==> src/rtl/irpd_pkg.sv <==
// ----------------------------------------------------------------------------
// irpd_pkg - shared types and constants for the IR frame decoder
// Transfer structs, register indexes, status codes and frame geometry.
// ----------------------------------------------------------------------------
package irpd_pkg;

    localparam int FRAME_SYMBOLS = 34;
    localparam int FIELD_BITS    = 16;
    localparam int IDX_W         = 6;
    localparam int TICK_W        = 15;
    localparam int CFG_IDX_W     = 3;

    localparam logic [IDX_W-1:0] IDX_MAX = {IDX_W{1'b1}};

    // register reset values
    localparam logic             RST_INVERT       = 1'b0;
    localparam logic [TICK_W-1:0] RST_LEADER_MARK  = 15'd9000;
    localparam logic [TICK_W-1:0] RST_LEADER_SPACE = 15'd4500;
    localparam logic [TICK_W-1:0] RST_ZERO_MARK    = 15'd560;
    localparam logic [TICK_W-1:0] RST_ZERO_SPACE   = 15'd560;
    localparam logic [TICK_W-1:0] RST_ONE_MARK     = 15'd560;
    localparam logic [TICK_W-1:0] RST_ONE_SPACE    = 15'd1690;
    localparam logic [TICK_W-1:0] RST_TOLERANCE    = 15'd200;

    typedef enum logic [CFG_IDX_W-1:0] {
        REG_INVERT       = 3'd0,
        REG_LEADER_MARK  = 3'd1,
        REG_LEADER_SPACE = 3'd2,
        REG_ZERO_MARK    = 3'd3,
        REG_ZERO_SPACE   = 3'd4,
        REG_ONE_MARK     = 3'd5,
        REG_ONE_SPACE    = 3'd6,
        REG_TOLERANCE    = 3'd7
    } t_cfg_reg;

    typedef enum logic [1:0] {
        ST_OK           = 2'd0,
        ST_BAD_HEADER   = 2'd1,
        ST_WRONG_LENGTH = 2'd2
    } t_status;

    typedef struct packed {
        logic              first_level;
        logic [TICK_W-1:0] first_duration;
        logic              second_level;
        logic [TICK_W-1:0] second_duration;
        logic              frame_end;
    } t_in_item;

    typedef struct packed {
        t_status               frame_status;
        logic [FIELD_BITS-1:0] device_address;
        logic [FIELD_BITS-1:0] key_command;
    } t_out_item;

endpackage

==> src/rtl/ir_pulse_distance_frame_decoder.sv <==
// ----------------------------------------------------------------------------
// ir_pulse_distance_frame_decoder - pulse-distance IR frame decoder
// Checks captured symbols against leader and bit windows and reports one
// 16-bit address and 16-bit command per frame.
// ----------------------------------------------------------------------------
//
//  channel   direction  handshake                    payload
//  -------   ---------  ---------------------------  -----------------------
//  in        input      i_in_valid / o_in_ready      i_in_data  (t_in_item)
//  out       output     o_out_valid / i_out_ready    o_out_data (t_out_item)
//  cfg       input      i_cfg_we (no wait)           i_cfg_idx, i_cfg_data
//
//  One symbol per cycle. A symbol is latched in the input register; while it
//  is held, the window compares update the frame state and, on the frame's
//  last symbol, load the result register. The input register only stalls
//  when it holds a frame end while the result register is still full and
//  not being read out; the decode step waits with it.
//  Synchronous active-low reset clears the frame state, both valid flags and
//  restores the register defaults.
//
module ir_pulse_distance_frame_decoder (
    input  logic                            i_clk,
    input  logic                            i_rst_n,
    input  logic                            i_in_valid,
    output logic                            o_in_ready,
    input  irpd_pkg::t_in_item              i_in_data,
    output logic                            o_out_valid,
    input  logic                            i_out_ready,
    output irpd_pkg::t_out_item             o_out_data,
    input  logic                            i_cfg_we,
    input  logic [irpd_pkg::CFG_IDX_W-1:0]  i_cfg_idx,
    input  logic [irpd_pkg::TICK_W-1:0]     i_cfg_data
);

    localparam int PAY_W = 2 * irpd_pkg::FIELD_BITS;
    localparam int BIT_W = $clog2(PAY_W);

    // Strictly inside target +/- tolerance; a tolerance above the target
    // closes the window entirely.
    function automatic logic in_win(
        input logic [irpd_pkg::TICK_W-1:0] ticks,
        input logic [irpd_pkg::TICK_W-1:0] tgt,
        input logic [irpd_pkg::TICK_W-1:0] tol
    );
        logic [irpd_pkg::TICK_W:0] lo;
        logic [irpd_pkg::TICK_W:0] hi;
        lo = {1'b0, tgt} - {1'b0, tol};
        hi = {1'b0, tgt} + {1'b0, tol};
        return (tol <= tgt) && ({1'b0, ticks} > lo) && ({1'b0, ticks} < hi);
    endfunction

    // configuration registers
    logic                          r_invert;
    logic [irpd_pkg::TICK_W-1:0]   r_leader_mark;
    logic [irpd_pkg::TICK_W-1:0]   r_leader_space;
    logic [irpd_pkg::TICK_W-1:0]   r_zero_mark;
    logic [irpd_pkg::TICK_W-1:0]   r_zero_space;
    logic [irpd_pkg::TICK_W-1:0]   r_one_mark;
    logic [irpd_pkg::TICK_W-1:0]   r_one_space;
    logic [irpd_pkg::TICK_W-1:0]   r_tol;

    // input register
    logic                          r_in_vld;
    irpd_pkg::t_in_item            r_in;

    // frame state
    logic [irpd_pkg::IDX_W-1:0]    r_idx;
    logic                          r_leader_ok;
    logic [PAY_W-1:0]              r_pay;
    logic [irpd_pkg::IDX_W-1:0]    n_idx;
    logic                          n_leader_ok;
    logic [PAY_W-1:0]              n_pay;

    // result register
    logic                          r_out_vld;
    irpd_pkg::t_out_item           r_out;
    irpd_pkg::t_out_item           n_out;

    logic                          levels_ok;
    logic                          fit_leader;
    logic                          fit_zero;
    logic                          fit_one;
    logic                          step;
    logic                          emit;
    logic [irpd_pkg::IDX_W-1:0]    bit_off;
    logic [BIT_W-1:0]              bit_pos;

    // Step the held symbol unless it ends a frame and the result slot is
    // still occupied and not being read out.
    assign step = r_in_vld && (!r_in.frame_end || !r_out_vld || i_out_ready);
    assign emit = step && r_in.frame_end;

    assign o_in_ready  = !r_in_vld || step;
    assign o_out_valid = r_out_vld;
    assign o_out_data  = r_out;

    assign levels_ok  = (r_in.first_level == r_invert) && (r_in.second_level != r_invert);
    assign fit_leader = levels_ok && in_win(r_in.first_duration, r_leader_mark, r_tol)
                                  && in_win(r_in.second_duration, r_leader_space, r_tol);
    assign fit_zero   = levels_ok && in_win(r_in.first_duration, r_zero_mark, r_tol)
                                  && in_win(r_in.second_duration, r_zero_space, r_tol);
    assign fit_one    = levels_ok && in_win(r_in.first_duration, r_one_mark, r_tol)
                                  && in_win(r_in.second_duration, r_one_space, r_tol);

    // symbol 1 lands in the top payload bit, MSB first
    assign bit_off = irpd_pkg::IDX_W'(PAY_W) - r_idx;
    assign bit_pos = bit_off[BIT_W-1:0];

    always_comb begin
        n_idx       = r_idx;
        n_leader_ok = r_leader_ok;
        n_pay       = r_pay;
        n_out       = r_out;
        if (step) begin
            if (r_idx == '0) begin
                n_leader_ok = fit_leader;
            end else if (r_idx <= irpd_pkg::IDX_W'(PAY_W)) begin
                // zero takes priority; a symbol fitting neither reads as zero
                if (!fit_zero && fit_one) begin
                    n_pay[bit_pos] = 1'b1;
                end
            end
            if (r_idx != irpd_pkg::IDX_MAX) begin
                n_idx = r_idx + irpd_pkg::IDX_W'(1);
            end
            if (r_in.frame_end) begin
                if (r_idx != irpd_pkg::IDX_W'(irpd_pkg::FRAME_SYMBOLS - 1)) begin
                    n_out.frame_status   = irpd_pkg::ST_WRONG_LENGTH;
                    n_out.device_address = '0;
                    n_out.key_command    = '0;
                end else if (!n_leader_ok) begin
                    n_out.frame_status   = irpd_pkg::ST_BAD_HEADER;
                    n_out.device_address = '0;
                    n_out.key_command    = '0;
                end else begin
                    n_out.frame_status   = irpd_pkg::ST_OK;
                    n_out.device_address = n_pay[PAY_W-1:irpd_pkg::FIELD_BITS];
                    n_out.key_command    = n_pay[irpd_pkg::FIELD_BITS-1:0];
                end
                n_idx       = '0;
                n_leader_ok = 1'b0;
                n_pay       = '0;
            end
        end
    end

    // configuration writes
    always_ff @(posedge i_clk) begin
        if (!i_rst_n) begin
            r_invert       <= irpd_pkg::RST_INVERT;
            r_leader_mark  <= irpd_pkg::RST_LEADER_MARK;
            r_leader_space <= irpd_pkg::RST_LEADER_SPACE;
            r_zero_mark    <= irpd_pkg::RST_ZERO_MARK;
            r_zero_space   <= irpd_pkg::RST_ZERO_SPACE;
            r_one_mark     <= irpd_pkg::RST_ONE_MARK;
            r_one_space    <= irpd_pkg::RST_ONE_SPACE;
            r_tol          <= irpd_pkg::RST_TOLERANCE;
        end else if (i_cfg_we) begin
            case (irpd_pkg::t_cfg_reg'(i_cfg_idx))
                irpd_pkg::REG_INVERT:       r_invert       <= i_cfg_data[0];
                irpd_pkg::REG_LEADER_MARK:  r_leader_mark  <= i_cfg_data;
                irpd_pkg::REG_LEADER_SPACE: r_leader_space <= i_cfg_data;
                irpd_pkg::REG_ZERO_MARK:    r_zero_mark    <= i_cfg_data;
                irpd_pkg::REG_ZERO_SPACE:   r_zero_space   <= i_cfg_data;
                irpd_pkg::REG_ONE_MARK:     r_one_mark     <= i_cfg_data;
                irpd_pkg::REG_ONE_SPACE:    r_one_space    <= i_cfg_data;
                default:                    r_tol          <= i_cfg_data;
            endcase
        end
    end

    // control state
    always_ff @(posedge i_clk) begin
        if (!i_rst_n) begin
            r_in_vld    <= 1'b0;
            r_out_vld   <= 1'b0;
            r_idx       <= '0;
            r_leader_ok <= 1'b0;
            r_pay       <= '0;
        end else begin
            if (o_in_ready) begin
                r_in_vld <= i_in_valid;
            end
            if (emit) begin
                r_out_vld <= 1'b1;
            end else if (i_out_ready) begin
                r_out_vld <= 1'b0;
            end
            r_idx       <= n_idx;
            r_leader_ok <= n_leader_ok;
            r_pay       <= n_pay;
        end
    end

    // payload registers
    always_ff @(posedge i_clk) begin
        if (o_in_ready && i_in_valid) begin
            r_in <= i_in_data;
        end
        r_out <= n_out;
    end

    // ---- assertions ----
    a_frame_clear: assert property (@(posedge i_clk) disable iff (!i_rst_n)
        emit |=> (r_idx == '0) && !r_leader_ok && (r_pay == '0))
        else $error("frame state not cleared after frame end");

    a_zero_unless_ok: assert property (@(posedge i_clk) disable iff (!i_rst_n)
        (r_out_vld && (r_out.frame_status != irpd_pkg::ST_OK))
            |-> (r_out.device_address == '0) && (r_out.key_command == '0))
        else $error("non-zero fields on a rejected frame");

    a_stall_holds_symbol: assert property (@(posedge i_clk) disable iff (!i_rst_n)
        (r_in_vld && !step) |=> r_in_vld && $stable(r_in) && $stable(r_idx))
        else $error("held symbol or frame state changed during stall");

    a_stall_cause: assert property (@(posedge i_clk) disable iff (!i_rst_n)
        !o_in_ready |-> r_in_vld && r_in.frame_end && r_out_vld && !i_out_ready)
        else $error("input stalled without a pending result");

endmodule

==> config.mk <==
export PLATFORM = sky130hd
export DESIGN_NAME = ir_pulse_distance_frame_decoder
export DESIGN_NICKNAME = d
export VERILOG_FILES = /design/src/rtl/irpd_pkg.sv /design/src/rtl/ir_pulse_distance_frame_decoder.sv
export SDC_FILE = /design/constraint.sdc
export NUM_CORES = 1
export LEC_CHECK = 0
export ABC_AREA = 1
export BUFFER_PORTS_ARGS = -buffer_cell sky130_fd_sc_hd__buf_2
export CORE_MARGIN = 2
export CORE_UTILIZATION = 45
export CTS_BUF_LIST = sky130_fd_sc_hd__clkbuf_16
export CTS_CLUSTER_SIZE = 14
export DETAILED_ROUTE_END_ITERATION = 8
export MAX_ROUTING_LAYER = met4
export RECOVER_POWER = 100
export SYNTH_ARGS = -nofsm -noshare
export SYNTH_HDL_FRONTEND = slang
export SYNTH_SLANG_ARGS = --single-unit
==> constraint.sdc <==
create_clock -name i_clk -period 7.96 [get_ports i_clk]
set_input_delay 0.796 -clock i_clk [delete_from_list [all_inputs] [get_ports i_clk]]
set_output_delay 0.796 -clock i_clk [all_outputs]
set_load 0.01 [all_outputs]
==> flow_summary.ini, run 1 <==
[run_status]
status = finished, violations left
violations = max-capacitance violations, max-slew violations

[timing]
worst_slew_pin_slew_ps = 4500
period_share = 0.814
hold_violations = 0
slew_headroom = -2.00
rsz0062_at_grt = no
period_minus_slack_ps = 6480
setup-violations-final = 0
slew_violations = 172
finClkSkew_ps = 31.7
finalSetupTns_ps = 0
fmax_mhz = 154

[yosys]
synth_top_family_by_area = simple AND/OR/NAND/NOR gates
synth_area_um2 = 21000
synth_seq_cells = 214
synth_nets = 3241
yosysWarnings = 0
synthDistinctLibCells = 60
synth-compound-area-share = 0.146
avgSynthCellArea_um2 = 7.46
muxShareOfSynthArea = 0
synth_xor_area_frac = 0.0660
ys_seq_area_frac = 0.236
synthAdderAreaFrac = 0.226
syn_inst = 2814
synth_simple_gate_area_share = 0.238

[critical_path]
cp_cell_sequence = inv_1, ha_1, inv_1, o21ai_0, nand2_1, nand2_1, a21oi_1, xor2_1, ha_1, nand4_1, nor3_1, nand2_1, nand4_1, nand2_1, nand2_1, a21oi_1, nor2_1, nand3_1, nand3_1, nand2_2, inv_1, nor2_2
required_ps = 8230
cp-end-kind = flop
path_class = reg -> reg
timing.rr.start = r_tol[8]
cpMostUsedCell = nand2_1
crit_path_top_delay_cell = nand3_1
cp_data_arrival_time_ps = 6750
critPathLaunch = r_tol[8]
critPathLaunchType = flop
worst-path-max-fanout = 32
slowest_delay_ps = 1270

[min_path]
worstHoldStart = i_in_data[7]
min_path_type = in -> reg

[detailed_routing]
drt-initial-drc-count = 1321
ant_nets = 0
finalWirelength_um = 69400
dr.pass1.iters = 6
wl_per_cell_um = 20.0
drc = 0
vias = 19000
vias_per_cell = 5.46

[floorplanning]
die_width_um = 220
dieArea_um2 = 48400
start_util = 0.454
pin_count = 92
die_h_um = 220
coreArea_um2 = 46300
fp-row-count = 79

[placement]
gp_congestion = 0.983
hpwl_um = 53800
placedCellCount = 3422
port_buffers = 91

[pwr]
power_density_nw_per_um2 = 152
p_leak_nw = 10.7
ir_worst_vdd_uv = 164

[cts]
clk_latency_ps = 570
htree_levels = 1
clockBufferDepth = 3
ctsResizeCount = 0
path_clk_slew_ps = 60
cts_hold_buf = 0
cts_buffers = 27
clock_sinks = 214
cts_tree = built
root_buffer = clkbuf_16
cts_setup_buffers = 0

[global_routing]
grt_max_degree = 105
overflow = 0
grt_pass1_vias = 18400
grt_first_pass_wirelength_um = 105000
grt.total_usage = 0.291
antenna_found_initial = 1

[final_layout]
multi_input_area_um2 = 14100
seq_area_um2 = 4950
drive_above_1_share = 0.0957
fin_nets = 3271
fillCellCount = 4686
final_cells = 3474
synthToLayoutAreaGrowth_pct = 6.63

[run]
cap_violations = 3
[synth_stat cells (all sizes together)]
cell       n  area, µm²
nand2    455       1840
nor2     389       1640
ha       359       4490
inv      340       1280
a21oi    243       1230
o21ai    195        995
nand3    151        941
dfxtp    147       2940
xor2     141       1230
edfxtp    67       2010
buf       62        425
a31oi     37        231
clkbuf    34        140
nand4     30        203
nor3      29        193
o21bai    26        195
a21o      22        166
xnor2     17        149
nor4      13       87.6
fa        12        240
o21a       8       60.1
o31ai      6       45.0
and2       5       33.8
a221oi     4       35.0
a211oi     3       22.5
and3       3       18.8
o2111ai    3       26.3
o41ai      3       26.3
a21boi     2       15.0
clkinv     2       8.75
nand3b     2       15.0
or2        2       12.5
o211ai     1       7.51
or3b       1       8.76
[per-layer routing]
layer / vias to the layer above / share of wire / global-route usage
li1: 9391 / - / -
met2: 475 / 0.48 / 0.489
met5: - / 0 / -
met3: 102 / 0.048 / 0.0300
met4: 0 / 0.027 / 0.0743
met1: 8989 / 0.45 / 0.374
[placed cells by master (no fill, tap or decap), types with 6 or more instances in the layout]
cell type | synthesis | layout
a21o_1 | 21 | 21
a21oi_1 | 240 | 240
a31oi_1 | 37 | 37
buf_2 | 40 | 53
clkbuf_1 | 30 | 41
clkbuf_16 | 0 | 29
clkinv_1 | 1 | 8
clkinv_2 | 1 | 6
dfxtp_1 | 147 | 147
edfxtp_1 | 67 | 67
fa_1 | 12 | 12
ha_1 | 359 | 359
inv_1 | 280 | 314
inv_2 | 59 | 27
nand2_1 | 408 | 410
nand2_2 | 44 | 42
nand3_1 | 114 | 130
nand3_2 | 37 | 21
nand4_1 | 29 | 29
nor2_1 | 324 | 325
nor2_2 | 63 | 62
nor3_1 | 22 | 22
nor4_1 | 12 | 12
o21a_1 | 8 | 8
o21ai_0 | 179 | 180
o21ai_1 | 11 | 10
o21bai_1 | 26 | 26
o31ai_1 | 6 | 6
xnor2_1 | 17 | 17
xor2_1 | 141 | 141
[area by class of cell]
class,instances,share of cell area
repair buffers,97,0.0197
inverters,342,0.0576
multi-input cells,2162,0.630
well taps,607,0.0340
flip-flops and latches,214,0.222
diodes,3,0.000336
clock inverters,20,0.00487
clock buffers,29,0.0324
[state kept, by name (all words and copies together), names as in the netlist]
| register | cells |
|---|---|
| r_pay | 32 |
| r_invert | 1 |
| r_leader_mark | 15 |
| r_in | 33 |
| r_one_mark | 15 |
| r_zero_space | 15 |
| r_leader_ok | 1 |
| r_tol | 15 |
| r_idx | 6 |
| r_one_space | 15 |
| o_out_data | 34 |
| r_zero_mark | 15 |
| r_leader_space | 15 |
| r_in_vld | 1 |
| o_out_valid | 1 |
[critical path: cells and delay by family (launching register included)]
kind | cells | cell delay, ps
AO/OA/AOI/OAI | 3 | 450
XOR/XNOR | 1 | 170
adder cells (fa/ha/maj) | 2 | 930
buffers and inverters | 3 | 750
flip-flops | 1 | 710
AND/OR/NAND/NOR | 13 | 3120
[power by group]
group | leakage, nW | internal, mW | total (mW) | switching [mW]
clock network | 0.416 | 0.656 | 1.18 | 0.526
registers | 1.83 | 1.16 | 1.22 | 0.0580
logic | 8.43 | 0.353 | 0.993 | 0.639
total | 10.7 | 2.17 | 3.39 | 1.22
[cells by family after synthesis]
kind of cell               count (synthesis)
DFF                                      214
AOI/OAI and AO/OA                        553
and+or+nand+nor                         1080
adders and majority gates                371
buffers and inverters                    438
xor gates and xnor gates                 158
[worst paths after layout]
| path | endpoint | slack (ps) | cells after the start |
|---|---|---|---|
| setup / recovery | o_out_data[19] | 1480 | 22 |
| hold / removal | r_in[7] | 400 | 1 |
| setup reg to reg | o_out_data[19] | 1480 | 22 |
| hold reg to reg | r_leader_ok | 460 | 2 |
[stage by stage]
| step | setup slack, ps | util | hold WS, ps | total power, mW | instance area [µm²] |
|---|---|---|---|---|---|
| final | 1480 | 0.484 | 398 | 3.39 | 22400 |
| after global placement | 2250 | 0.469 | 454 | 2.21 | 21700 |
| after CTS | 2100 | 0.487 | 369 | 3.41 | 22500 |
| after detailed placement | 2130 | 0.469 | 456 | 2.22 | 21700 |
| after global routing | 1210 | 0.483 | 387 | 3.59 | 22400 |
| after floorplan | 3850 | - | 445 | 1.92 | 21000 |
Power figures use the tool's default switching activity.
==> inputs of run 2 (changes only) <==
--- a/config.mk
+++ b/config.mk
@@ -5,7 +5,7 @@
 export SDC_FILE = /design/constraint.sdc
 export NUM_CORES = 1
 export LEC_CHECK = 0
-export ABC_AREA = 1
+export ABC_AREA = 0
 export BUFFER_PORTS_ARGS = -buffer_cell sky130_fd_sc_hd__buf_2
 export CORE_MARGIN = 2
 export CORE_UTILIZATION = 45
==> constraint.sdc (replaced) <==
create_clock -name i_clk -period 5.9 [get_ports i_clk]
set_input_delay 0.59 -clock i_clk [delete_from_list [all_inputs] [get_ports i_clk]]
set_output_delay 0.59 -clock i_clk [all_outputs]
set_load 0.01 [all_outputs]
==> run 2 against run 1 <==
  * Critical path type unchanged
  * Largest cell class unchanged
  * Hold slack worse by 200 ps
  * Wire length shrank 8.0%
  * Via count fell by 7.9%
  * Critical endpoint is now r_pay[12]
  * The run still ends with max-capacitance violations, max-slew violations left
==> flow_summary.ini, run 2 <==
[cts]
clockBufferDepth = 3
root_buffer = clkbuf_16
path_clk_slew_ps = 60
clock_sinks = 214
htree_levels = 1
cts_buffers = 27
cts_hold_buf = 0
cts_tree = built
clk_latency_ps = 560

[floorplanning]
dieArea_um2 = 45900
fp-row-count = 77
coreArea_um2 = 43900
die_h_um = 214
die_width_um = 214
pin_count = 92
start_util = 0.453

[global_routing]
grt.total_usage = 0.280
overflow = 0
grt_max_degree = 90
antenna_found_initial = 1
grt_pass1_vias = 16500
grt_first_pass_wirelength_um = 98300

[final_layout]
finalInstanceArea_um2 = 21700
final_cells = 3028
fin_nets = 2841
largest_register_ffs = 34
drive_above_1_share = 0.0665
final_cell_mix = ha_1 (359), nand2_1 (287), a21oi_1 (183)
synthToLayoutAreaGrowth_pct = 9.16
final_common_cell = ha_1

[critical_path]
required_ps = 6400
critPathLaunchType = flop
r2r_cells = 19
cp-end-kind = flop
worstReg2RegEnd = r_pay[12]
path_buf_inv = 1
worst-path-max-fanout = 32
timing.rr.start = r_tol[3]
cp_cell_sequence = inv_1, ha_1, nor2_1, a2bb2oi_1, a311oi_2, o21ai_2, a21oi_1, or2_2, a21oi_1, o21bai_1, xor2_1, ha_1, nand4_1, o31ai_1, a221oi_1, o32ai_1, o211ai_4, nor2_4, a32o_2
crit_path_top_delay_cell = nor2_4
cp_data_arrival_time_ps = 6100
slowest_delay_ps = 620
ff2ff_setup_slack_ps = 300
path_class = reg -> reg
crit_family = compound AO/OA/AOI/OAI gates

[yosys]
syn_inst = 2362
synth_top_area_cell = ha_1
async_flop_share = 0
synth_edf_count = 67
synth_area_um2 = 19900
yosysWarnings = 0
synth.top_cells.by_count = ha_1 (359), nand2_1 (287), a21oi_1 (184), nor2_1 (157), dfxtp_1 (147)
synth_seq_cells = 214
synth_most_common_cell = ha_1
synthDistinctLibCells = 93
ys_top_cells_by_area = ha_1 (23%), dfxtp_1 (15%), edfxtp_1 (10%)
synthDominantCellAreaShare = 0.226
synth_nets = 2789
synthFlopType = dfxtp_1
avgSynthCellArea_um2 = 8.42
ys_seq_area_frac = 0.249

[timing]
period_share = 0.950
rsz0062_at_grt = no
period_minus_slack_ps = 5600
hold_violations = 0
finalSetupTns_ps = 0
finClkSkew_ps = 11.9
worst_slew_pin_slew_ps = 3600
worst_slack_ps = 297
setup-violations-final = 0
slew_violations = 158
slew_headroom = -1.40
fmax_mhz = 178

[min_path]
hold-path-endpoint = r_in[26]
worstHoldStart = i_in_data[26]
min_path_cells = 1
min_path_type = in -> reg

[placement]
port_buffers = 91
hpwl_um = 50900
dpl_cell_area_um2 = 20900
gp_congestion = 0.999
placedCellCount = 2977
place_ws_ps = 198

[detailed_routing]
vias_per_cell = 5.77
finalWirelength_um = 63800
dr.pass1.iters = 6
vias = 17500
wl_per_cell_um = 21.1
ant_nets = 0
drt-initial-drc-count = 1324
drc = 0

[pwr]
swShare = 0.324
comb_power_share = 0.239
power_switching_mw = 1.36
power_density_nw_per_um2 = 194
internal_power_mw = 2.85
share_seq_of_total_power = 0.382
clkPwrFrac = 0.378
p_leak_nw = 9.25
ir_worst_vdd_uv = 203

[run]
cap_violations = 4

[run_status]
violations = max-capacitance violations, max-slew violations
status = finished, violations left
## run 2: cell count changes after synthesis, sizes merged, moves of 33 or more
cell    change
inv       -216
xnor2     +102
xor2      -108
nand3      -79
nand2b     +33
clkbuf     +38
o21ai     -107
nor2      -231
a21boi     +82
a21oi      -57
nand2     -168
## run 2: metrics by stage
step,power (mW),utilization,hold slack (ps)
3_3_place_gp,2.61,0.476,443
2_1_floorplan,2.31,-,434
3_5_place_dp,2.63,0.476,447
6_report,4.21,0.494,200
4_1_cts,4.24,0.495,173
5_1_grt,4.43,0.494,186
## run 2: cell families (layout without fill, tap and decap cells)
group                    Yosys count  after routing  synth area share
AND/OR/NAND/NOR                  740            740             0.172
multiplexers                       4              4           0.00201
XOR/XNOR                         152            152            0.0669
adder cells (fa/ha/maj)          371            371             0.238
other                              0              1                 0
flip-flops                       214            214             0.249
AO/OA/AOI/OAI                    651            651             0.225
buffers and inverters            230            303            0.0471
## run 2: per-layer routing
| layer | GRT usage | share of wire |
|---|---|---|
| met3 | 0.0285 | 0.051 |
| met5 | - | 0 |
| met4 | 0.0639 | 0.026 |
| met2 | 0.440 | 0.44 |
| met1 | 0.389 | 0.48 |
## run 2: how the worst max path moves through the flow
stage	from	endpoint	slack (ps)	depth (start not counted)
finish	r_tol[3]	r_pay[12]	300	19
global route	r_tol[5]	o_out_data[10]	30	22
CTS	r_tol[0]	o_out_data[10]	160	24
detailed placement	r_tol[0]	o_out_data[10]	200	24
global placement	r_tol[0]	o_out_data[10]	330	24
floorplan	r_tol[1]	o_out_data[10]	960	22
## run 2: cell type report
class,count,area [µm²]
Antenna cell,1,2.50
Clock buffer,29,726
Clock inverter,21,120
Fill cell,4361,22200
Inverter,126,473
Multi-Input combinational cell,1918,14000
Sequential cell,214,4950
Tap cell,592,741
Timing Repair Buffer,127,661
## run 2: what timing repair did
item	4_1_cts	5_1_grt
setup endpoints to repair	0	10
hold endpoints to repair	0	0
resized for setup	0	3
buffers inserted	0	0
## run 2: power by group through the flow
stage | logic [mW] | clock network [mW] | registers [mW]
finish | 1.01 | 1.59 | 1.61
global route | 1.12 | 1.69 | 1.61
CTS | 0.993 | 1.64 | 1.61
detailed placement | 0.986 | 0 | 1.64
global placement | 0.966 | 0 | 1.64
floorplan | 0.693 | 0 | 1.62
